### config.mk
export PLATFORM = sky130hd
export DESIGN_NAME = byte_recurrence_checksum
export DESIGN_NICKNAME = d
export VERILOG_FILES = /design/src/brc_pkg.sv /design/src/byte_recurrence_checksum.sv /design/src/brc_step.sv
export VERILOG_INCLUDE_DIRS = /design/src /design/src/src
export SDC_FILE = /design/constraint.sdc
export NUM_CORES = 1
export LEC_CHECK = 0
export ABC_AREA = 1
export ABC_CLOCK_PERIOD_IN_PS = 34100
export BUFFER_PORTS_ARGS = -buffer_cell sky130_fd_sc_hd__buf_2
export CAP_MARGIN = 25
export CORE_ASPECT_RATIO = 0.9
export CORE_UTILIZATION = 60
export DETAILED_ROUTE_END_ITERATION = 10
export GPL_ROUTABILITY_DRIVEN = 1
export GPL_TIMING_DRIVEN = 1
export HOLD_SLACK_MARGIN = 0.12
export PLACE_DENSITY = 0.77
export SLEW_MARGIN = 20
export SYNTH_ARGS = -nofsm -noshare
export SYNTH_HDL_FRONTEND = slang
export SYNTH_HIERARCHICAL = 1
export SYNTH_SLANG_ARGS = --single-unit
### constraint.sdc
create_clock -name clk -period 34.1 [get_ports clk]
set_input_delay 5.115 -clock clk [delete_from_list [all_inputs] [get_ports clk]]
set_output_delay 5.115 -clock clk [all_outputs]
set_load 0.02 [all_outputs]
### src/byte_recurrence_checksum_macros.svh
// ----------------------------------------------------------------------------
// Assertion macros for byte_recurrence_checksum
// Implication checks on clk, with checks held off while rst_n is low.
// ----------------------------------------------------------------------------
`ifndef BYTE_RECURRENCE_CHECKSUM_MACROS_SVH
`define BYTE_RECURRENCE_CHECKSUM_MACROS_SVH

`ifndef NO_ASSERTIONS
// Same-cycle implication
`define BRC_ASSERT_NOW(label, ante, cons) \
  label: assert property (@(posedge clk) disable iff (!rst_n) (ante) |-> (cons)) \
    else $error("byte_recurrence_checksum assertion failed");
// Next-cycle implication
`define BRC_ASSERT_NEXT(label, ante, cons) \
  label: assert property (@(posedge clk) disable iff (!rst_n) (ante) |=> (cons)) \
    else $error("byte_recurrence_checksum assertion failed");
`else
`define BRC_ASSERT_NOW(label, ante, cons)
`define BRC_ASSERT_NEXT(label, ante, cons)
`endif

`endif

### src/brc_pkg.sv
// ----------------------------------------------------------------------------
// brc_pkg
// Shared widths, types and constants of the byte recurrence checksum.
// ----------------------------------------------------------------------------
`default_nettype none

package brc_pkg;

  localparam int unsigned ByteW = 8;
  localparam int unsigned ValW  = 16;

  typedef logic [ByteW-1:0] byte_t;
  typedef logic [ValW-1:0]  val_t;

  // Offset added to the first byte of a message
  localparam val_t  FirstOffset = val_t'(7);
  // Position multipliers for the two coefficients (taken modulo 256)
  localparam byte_t AlphaMul    = byte_t'(17);
  localparam byte_t BetaMul     = byte_t'(31);
  // Value held in both recurrence registers between messages
  localparam val_t  IdleValue   = val_t'(1);

endpackage

`default_nettype wire

### src/byte_recurrence_checksum.sv
// out_tvalid rises after the last byte has passed the input register and the result register.
// Throughput: one byte per cycle unless a last byte waits on the result register; the
// brc_step update is combinational between the input and the state/result registers.
// Reset: synchronous, active low; clears the pipeline valids and returns the
// recurrence to the start-of-message state (current and previous value 1).
// ----------------------------------------------------------------------------
// byte_recurrence_checksum
// Second-order recurrence checksum over a byte stream framed by tlast.
// ----------------------------------------------------------------------------
`default_nettype none

`include "byte_recurrence_checksum_macros.svh"

module byte_recurrence_checksum (
  input  wire logic        clk,
  input  wire logic        rst_n,
  input  wire logic        in_tvalid,
  output logic             in_tready,
  input  wire logic [7:0]  in_tdata,   // [7:0] data_byte
  input  wire logic        in_tlast,   // last
  output logic             out_tvalid,
  input  wire logic        out_tready,
  output logic [15:0]      out_tdata   // [15:0] checksum
);
  import brc_pkg::*;

  // Input register
  logic  s1_valid_r, s1_valid_nxt;
  byte_t s1_byte_r;
  logic  s1_last_r;

  // Recurrence state
  logic  in_msg_r, in_msg_nxt;
  byte_t pos_r, pos_nxt;
  val_t  prev_r, prev_nxt;
  val_t  cur_r, cur_nxt;

  // Result register
  logic  out_valid_r, out_valid_nxt;
  val_t  out_data_r;

  logic  in_fire;
  logic  out_free;
  logic  s2_fire;
  logic  emit;
  val_t  step_val;
  val_t  upd_cur;

  // Handshake
  assign out_free  = !out_valid_r || out_tready;
  assign s2_fire   = s1_valid_r && (!s1_last_r || out_free);
  assign emit      = s2_fire && s1_last_r;
  assign in_tready = !s1_valid_r || s2_fire;
  assign in_fire   = in_tvalid && in_tready;

  brc_step u_step (
    .data_byte  (s1_byte_r),
    .position   (pos_r),
    .cur_value  (cur_r),
    .prev_value (prev_r),
    .new_value  (step_val)
  );

  // Current value after this request
  assign upd_cur = in_msg_r ? step_val : (val_t'(s1_byte_r) + FirstOffset);

  // Advance the recurrence; drop back to idle after the last byte
  always_comb begin
    in_msg_nxt = in_msg_r;
    pos_nxt    = pos_r;
    prev_nxt   = prev_r;
    cur_nxt    = cur_r;
    if (s2_fire) begin
      if (s1_last_r) begin
        in_msg_nxt = 1'b0;
        pos_nxt    = '0;
        prev_nxt   = IdleValue;
        cur_nxt    = IdleValue;
      end else begin
        in_msg_nxt = 1'b1;
        pos_nxt    = in_msg_r ? (pos_r + byte_t'(1)) : byte_t'(1);
        prev_nxt   = in_msg_r ? cur_r : IdleValue;
        cur_nxt    = upd_cur;
      end
    end
  end

  // Hold or release the pipeline valids
  always_comb begin
    if (in_fire) begin
      s1_valid_nxt = 1'b1;
    end else if (s2_fire) begin
      s1_valid_nxt = 1'b0;
    end else begin
      s1_valid_nxt = s1_valid_r;
    end
    if (emit) begin
      out_valid_nxt = 1'b1;
    end else if (out_tready) begin
      out_valid_nxt = 1'b0;
    end else begin
      out_valid_nxt = out_valid_r;
    end
  end

  // Control and state registers
  always_ff @(posedge clk) begin
    if (!rst_n) begin
      s1_valid_r  <= 1'b0;
      out_valid_r <= 1'b0;
      in_msg_r    <= 1'b0;
      pos_r       <= '0;
      prev_r      <= IdleValue;
      cur_r       <= IdleValue;
    end else begin
      s1_valid_r  <= s1_valid_nxt;
      out_valid_r <= out_valid_nxt;
      in_msg_r    <= in_msg_nxt;
      pos_r       <= pos_nxt;
      prev_r      <= prev_nxt;
      cur_r       <= cur_nxt;
    end
  end

  // Payload registers
  always_ff @(posedge clk) begin
    if (in_fire) begin
      s1_byte_r <= in_tdata;
      s1_last_r <= in_tlast;
    end
    if (emit) begin
      out_data_r <= upd_cur;
    end
  end

  assign out_tvalid = out_valid_r;
  assign out_tdata  = out_data_r;

  // Checks
  `BRC_ASSERT_NEXT(a_emit_shows, emit, out_valid_r)
  `BRC_ASSERT_NEXT(a_emit_idles, emit, !in_msg_r && pos_r == '0)
  `BRC_ASSERT_NOW(a_idle_values, !in_msg_r, cur_r == IdleValue && prev_r == IdleValue)
  `BRC_ASSERT_NOW(a_stall_blocks, s1_valid_r && !s2_fire, !in_tready)

endmodule

`default_nettype wire

### src/brc_step.sv
// ----------------------------------------------------------------------------
// brc_step
// One recurrence step: ((byte + 17i) * cur - (31i) * prev) mod 65535, with
// a negative difference wrapped by 2^64 first (2^64 is 1 modulo 65535).
// ----------------------------------------------------------------------------
`default_nettype none

module brc_step (
  input  brc_pkg::byte_t data_byte,
  input  brc_pkg::byte_t position,
  input  brc_pkg::val_t  cur_value,
  input  brc_pkg::val_t  prev_value,
  output brc_pkg::val_t  new_value
);
  import brc_pkg::*;

  byte_t       alpha;
  byte_t       beta;
  logic [8:0]  a_sum;
  logic [24:0] prod_p;
  logic [23:0] prod_q;
  logic        neg;
  logic [24:0] mag;
  logic [16:0] fold;
  val_t        red;

  // Coefficients modulo 256
  assign alpha = byte_t'(position * AlphaMul);
  assign beta  = byte_t'(position * BetaMul);
  assign a_sum = {1'b0, data_byte} + {1'b0, alpha};

  // Two independent products
  assign prod_p = 25'(a_sum) * 25'(cur_value);
  assign prod_q = 24'(beta) * 24'(prev_value);

  // Magnitude of the difference and its sign
  assign neg = prod_p < {1'b0, prod_q};
  assign mag = neg ? ({1'b0, prod_q} - prod_p) : (prod_p - {1'b0, prod_q});

  // Fold modulo 65535: 65536 is congruent to 1
  assign fold = {8'd0, mag[24:16]} + {1'b0, mag[15:0]};
  assign red  = (fold >= 17'h0FFFF) ? val_t'(fold - 17'h0FFFF) : fold[15:0];

  // Wrapped negative difference gives (1 - red) mod 65535
  always_comb begin
    if (!neg) begin
      new_value = red;
    end else if (red <= val_t'(1)) begin
      new_value = val_t'(1) - red;
    end else begin
      new_value = val_t'(17'h10000 - {1'b0, red});
    end
  end

endmodule

`default_nettype wire
==> impl_metrics.env, run 1 <==
export IMPL_maxCapViolations=0
export IMPL_io_pins=31
export IMPL_placementRows=57
export IMPL_setup_tns_ns=0
export IMPL_max_freq_mhz=63.7
export IMPL_holdCritStartpoint="prev_r[8]"
export IMPL_synth_nets=2715
export IMPL_vias_per_cell=5.57
export IMPL_cpMostUsedCell="inv_1"
export IMPL_syn2layout_area_growth_pct=3.72
export IMPL_antenna_left=0
export IMPL_io_buffers=30
export IMPL_r2r_start="pos_r[1]"
export IMPL_setup_ws_ns=18.40
export IMPL_htreeDepth=3
export IMPL_dp_hpwl_um=37500
export IMPL_synthFlopType="dfxtp_1"
export IMPL_gr_usage_all_layers=0.331
export IMPL_reg2reg_slack_ns=18.40
export IMPL_final_common_cell="nand2_1"
export IMPL_synth_largest_area_cell="fa_1"
export IMPL_crit_required_ns=34.19
export IMPL_numCtsBuffers=9
export IMPL_async_flop_share=0
export IMPL_multiInputGateArea_um2=12500
export IMPL_grt_overflow=0
export IMPL_grt_pass1_vias=14500
export IMPL_tightest_slew_ns=0.868
export IMPL_grt_max_degree=51
export IMPL_postCtsSetupBuffers=0
export IMPL_cts_tree="built"
export IMPL_drc=2
export IMPL_hp_class="flop to flop"
export IMPL_crit_slowest_cell="dfxtp_1"
export IMPL_placed_cells_incl_taps=2660
export IMPL_cts_root_buffer_cell="clkbuf_16"
export IMPL_clk_latency_ns=0.34
export IMPL_die_y_um=159
export IMPL_routedWlPerCell_um=17.0
export IMPL_ctsHoldBuffers=0
export IMPL_cts_sinks=68
export IMPL_yosysUniqueCellTypes=57
export IMPL_synth_yosys_seq_area_share=0.0980
export IMPL_antennaDiodeCount=0
export IMPL_skew_ns=0.0101
export IMPL_setup_worst_path_class="flop to flop"
export IMPL_rsz0062_at_grt="false"
export IMPL_netlist_area_um2=16500
export IMPL_hold_depth=2
export IMPL_layout_common_cells="538 x nand2_1, 531 x inv_1, 198 x fa_1"
export IMPL_vias=14900
export IMPL_antenna_found_initial=0
export IMPL_cp_max_fo=50
export IMPL_cts_resized=0
export IMPL_drive_gt1_frac=0.0547
export IMPL_setup_viol=0
export IMPL_yosysTopAreaCellShare=0.241
export IMPL_synth_seq_cells=68
export IMPL_path_clk_slew_ns=0.06
export IMPL_gp_congestion=0.988
export IMPL_slew_headroom=0.419
export IMPL_worst_r2r_endpoint="out_tdata[7]"
export IMPL_pre_cts_slack_ns=18.54
export IMPL_avgSynthCellArea_um2=7.05
export IMPL_core_area_um2=27000
export IMPL_cp_arrival_ns=15.78
export IMPL_start_util=0.610
export IMPL_yosys_warnings=6
export IMPL_wirelength_um=45500
export IMPL_ff_latch_area_um2=1610
export IMPL_r2r_cells=76
export IMPL_violations="design-rule violations"
export IMPL_start_kind="flop"
export IMPL_worst_setup_path_end_kind="flop"
export IMPL_instances_no_fill=2676
export IMPL_drt_initial_drc_count=1399
export IMPL_drt_first_pass_iters=9
export IMPL_hold_violations=0
export IMPL_holdPathEnd="prev_r[8]"
export IMPL_maxSlewViolCount=0
export IMPL_critical_path_max_stage_delay_ns=0.59
export IMPL_die_x_um=177
export IMPL_synth_area_leaders="fa_1 24%, ha_1 13%, nand2_1 12%, inv_1 12%, dfxtp_1 5.2%"
export IMPL_nets=2700
export IMPL_num_fill_cells=2451
export IMPL_layout_min_cycle_time_ns=15.70
export IMPL_die_area_um2=28100
export IMPL_outcome="finished, violations left"
export IMPL_synth_edf_count=25
export IMPL_post_route_period_util=0.460
export IMPL_syn_instance_count=2332
export IMPL_clock_path_buffers=2
export IMPL_grt_pass1_wl_um=73600
-- logic make-up (layout without fill, tap and decap cells) --
| family | after synthesis | after routing | synth area share |
|---|---|---|---|
| AO/OA/AOI/OAI | 279 | 279 | 0.0953 |
| XOR/XNOR | 108 | 108 | 0.0575 |
| adder cells (fa/ha/maj) | 370 | 370 | 0.372 |
| buffers and inverters | 600 | 590 | 0.142 |
| flip-flops | 68 | 68 | 0.0980 |
| multiplexers | 2 | 2 | 0.00122 |
| AND/OR/NAND/NOR | 905 | 905 | 0.234 |
-- state kept, by name (all words and copies together), names as in the netlist --
register    count
cur_r          16
in_msg_r        1
out_tdata      16
out_tvalid      1
pos_r           8
prev_r         16
s1_byte_r       8
s1_last_r       1
s1_valid_r      1
-- metal layers --
metal,share of wire,track usage,up-vias
li1,-,-,7047
met1,0.43,0.458,7193
met2,0.47,0.540,593
met3,0.077,0.0461,74
met4,0.026,0.0933,0
met5,0,0,-
-- critical path: cells and delay by family, from the launching register on --
kind | cells | cell delay [ns]
compound gates | 19 | 3.36
xor+xnor | 4 | 1.05
fa+ha+maj | 13 | 5.09
buf+inv | 10 | 1.07
flops | 1 | 0.59
simple gates | 30 | 4.20
-- stage by stage --
stage               hold WS [ns]  area (µm²)  utilization
floorplan                  0.438       16500            -
global placement           0.543       16800        0.622
detailed placement         0.558       16800        0.622
CTS                        0.567       17100        0.633
global route               0.594       17100        0.633
finish                     0.563       17100        0.633
-- cell type report --
| cell class | instances | area share |
|---|---|---|
| clock inverter | 2 | 0.00205 |
| timing repair buffer | 33 | 0.0101 |
| inverter | 541 | 0.119 |
| tap | 354 | 0.0260 |
| sequential | 68 | 0.0944 |
| clock buffer | 14 | 0.0155 |
| multi-input combinational | 1664 | 0.733 |
-- cells in the mapped netlist (6+ instances only) --
cell      instances
nand4_1          17
a21o_1           10
nand2_2          20
o21ai_0          63
xor2_1           74
fa_1            198
ha_1            172
nand3_2           6
a21oi_1         146
nand3_1          83
or2_2            12
o21ai_1           7
buf_2            10
inv_2             8
edfxtp_1         25
xnor2_1          34
nor3_1           13
a31oi_1           7
o21a_1            7
nor2_1          181
nand2_1         539
clkbuf_1         31
dfxtp_1          43
inv_1           531
nor2_2           11
o21bai_1          8
-- worst max path at each step --
| stage | start | endpoint | slack [ns] | depth (start not counted) |
|---|---|---|---|---|
| 2_1_floorplan | pos_r[1] | out_tdata[7] | 20.35 | 82 |
| 3_3_place_gp | pos_r[1] | out_tdata[7] | 19.09 | 76 |
| 3_5_place_dp | pos_r[1] | out_tdata[7] | 18.54 | 76 |
| 4_1_cts | pos_r[1] | out_tdata[7] | 18.49 | 76 |
| 5_1_grt | pos_r[1] | out_tdata[7] | 17.07 | 77 |
| 6_report | pos_r[1] | out_tdata[7] | 18.40 | 76 |
Power of run 1 is not shown: default switching activity piles up to over one toggle a cycle in this logic, so the estimate is an artifact.
==> inputs of run 2 (changes only) <==
ABC_CLOCK_PERIOD_IN_PS = 15920   (was 34100)
clock period = 15.92 ns   (was 34.1 ns; I/O delays follow)
==> impl_metrics.env, run 2 (same netlist as run 1, synthesis figures left out) <==
export IMPL_drive_gt1_frac=0.0639
export IMPL_r2r_start="pos_r[3]"
export IMPL_rsz0062_at_grt="false"
export IMPL_grt_pass1_vias=14400
export IMPL_final_cell_area_um2=17200
export IMPL_hp_class="flop to flop"
export IMPL_cts_tree="built"
export IMPL_core_area_um2=27000
export IMPL_skew_ns=0.00802
export IMPL_start_kind="flop"
export IMPL_max_freq_mhz=67.7
export IMPL_ctsHoldBuffers=0
export IMPL_vias=14900
export IMPL_cp_arrival_ns=14.86
export IMPL_setup_tns_ns=0
export IMPL_met2_usage=0.542
export IMPL_vias_per_cell=5.54
export IMPL_clock_path_buffers=2
export IMPL_setup_viol=0
export IMPL_maxSlewViolCount=0
export IMPL_syn2layout_area_growth_pct=4.58
export IMPL_cp_max_fo=16
export IMPL_io_buffers=30
export IMPL_die_y_um=159
export IMPL_dp_hpwl_um=37900
export IMPL_gr_usage_all_layers=0.334
export IMPL_worst_setup_path_end_kind="flop"
export IMPL_holdCritStartpoint="pos_r[7]"
export IMPL_placementRows=57
export IMPL_drt_first_pass_iters=7
export IMPL_layout_min_cycle_time_ns=14.78
export IMPL_crit_slowest_cell="dfxtp_1"
export IMPL_setup_worst_path_class="flop to flop"
export IMPL_clk_latency_ns=0.34
export IMPL_layout_common_cells="536 x nand2_1, 530 x inv_1, 198 x fa_1"
export IMPL_num_fill_cells=2496
export IMPL_io_pins=31
export IMPL_numCtsBuffers=9
export IMPL_die_area_um2=28100
export IMPL_slew_headroom=0.402
export IMPL_crit_required_ns=16.00
export IMPL_busiest_layer="met2"
export IMPL_drc=0
export IMPL_path_clk_slew_ns=0.06
export IMPL_placed_area_um2=16800
export IMPL_reg2reg_slack_ns=1.14
export IMPL_start_util=0.610
export IMPL_die_x_um=177
export IMPL_routedWlPerCell_um=17.1
export IMPL_antenna_left=0
export IMPL_grt_overflow=0
export IMPL_tightest_slew_ns=0.894
export IMPL_wirelength_um=45900
export IMPL_hold_depth=2
export IMPL_drt_initial_drc_count=1294
export IMPL_htreeDepth=3
export IMPL_worst_r2r_endpoint="out_tdata[4]"
export IMPL_cts_sinks=68
export IMPL_antenna_found_initial=0
export IMPL_cpMostUsedCell="inv_1"
export IMPL_grt_pass1_wl_um=74100
export IMPL_maxCapViolations=0
export IMPL_antennaDiodeCount=0
export IMPL_final_common_cell="nand2_1"
export IMPL_r2r_cells=73
export IMPL_hold_ws_ns=0.559
export IMPL_critical_path_max_stage_delay_ns=0.55
export IMPL_holdPathEnd="pos_r[7]"
export IMPL_globalRouteMet3Util=0.0301
export IMPL_use_met1=0.480
export IMPL_cts_root_buffer_cell="clkbuf_16"
export IMPL_gp_congestion=0.981
export IMPL_hold_violations=0
export IMPL_grt_max_degree=41
export IMPL_outcome="completed"
export IMPL_post_route_period_util=0.928
export IMPL_nets=2711
-- run 2: cell types whose count changed in the layout (fill, tap and decap cells not counted), sizes merged --
cell,change
nand3,+1
buf,+10
clkinv,+1
bufinv,+1
clkbuf,-4
clkinvlp,+2
-- run 2: how the worst max path moves through the flow --
stage                   from            to  slack [ns]
CTS                 pos_r[1]  out_tdata[7]        0.51
floorplan           pos_r[1]  out_tdata[7]        2.17
finish              pos_r[3]  out_tdata[4]        1.14
global route        pos_r[2]  out_tdata[7]       0.003
detailed placement  pos_r[1]  out_tdata[7]        0.55
global placement    pos_r[1]  out_tdata[7]        0.96
-- run 2: area by class of cell --
| type | count | area, µm² | share of cell area |
|---|---|---|---|
| clock buffers | 10 | 229 | 0.0133 |
| repair buffers | 43 | 248 | 0.0144 |
| multi-input cells | 1665 | 12500 | 0.729 |
| clock inverters | 6 | 88.8 | 0.00516 |
| flip-flops and latches | 68 | 1610 | 0.0938 |
| inverters | 541 | 2040 | 0.119 |
| well taps | 354 | 443 | 0.0257 |
-- run 2: per-stage QoR --
step / std cells / util / worst slack (ns)
after floorplan: 2332 / - / 2.17
after global placement: 2663 / 0.623 / 0.961
after detailed placement: 2663 / 0.623 / 0.555
after CTS: 2679 / 0.635 / 0.513
after global routing: 2687 / 0.638 / 0.00339
final: 2687 / 0.638 / 1.14
-- run 2: timing repair --
item / in CTS / in global routing
hold endpoints to repair: 0 / 0
resized for setup: 0 / 13
endpoints found under the setup margin: 0 / 32
buffers inserted: 0 / 7
-- run 2: critical path: cells and delay by family (launching register included) --
family / cells / cell delay, ns
adder cells (fa/ha/maj): 12 / 5.14
AND/OR/NAND/NOR: 26 / 3.91
AO/OA/AOI/OAI: 16 / 2.77
buffers and inverters: 15 / 1.32
XOR/XNOR: 3 / 0.66
flip-flops: 1 / 0.55
multiplexers: 1 / 0.13
-- run 2: layer usage --
layer / wire length [µm] / up-vias
met2: 21300 / 571
li1: - / 7090
met5: 0 / -
met3: 3050 / 70
met1: 20400 / 7162
met4: 1100 / 0
Power of run 2 is left out for the same reason.
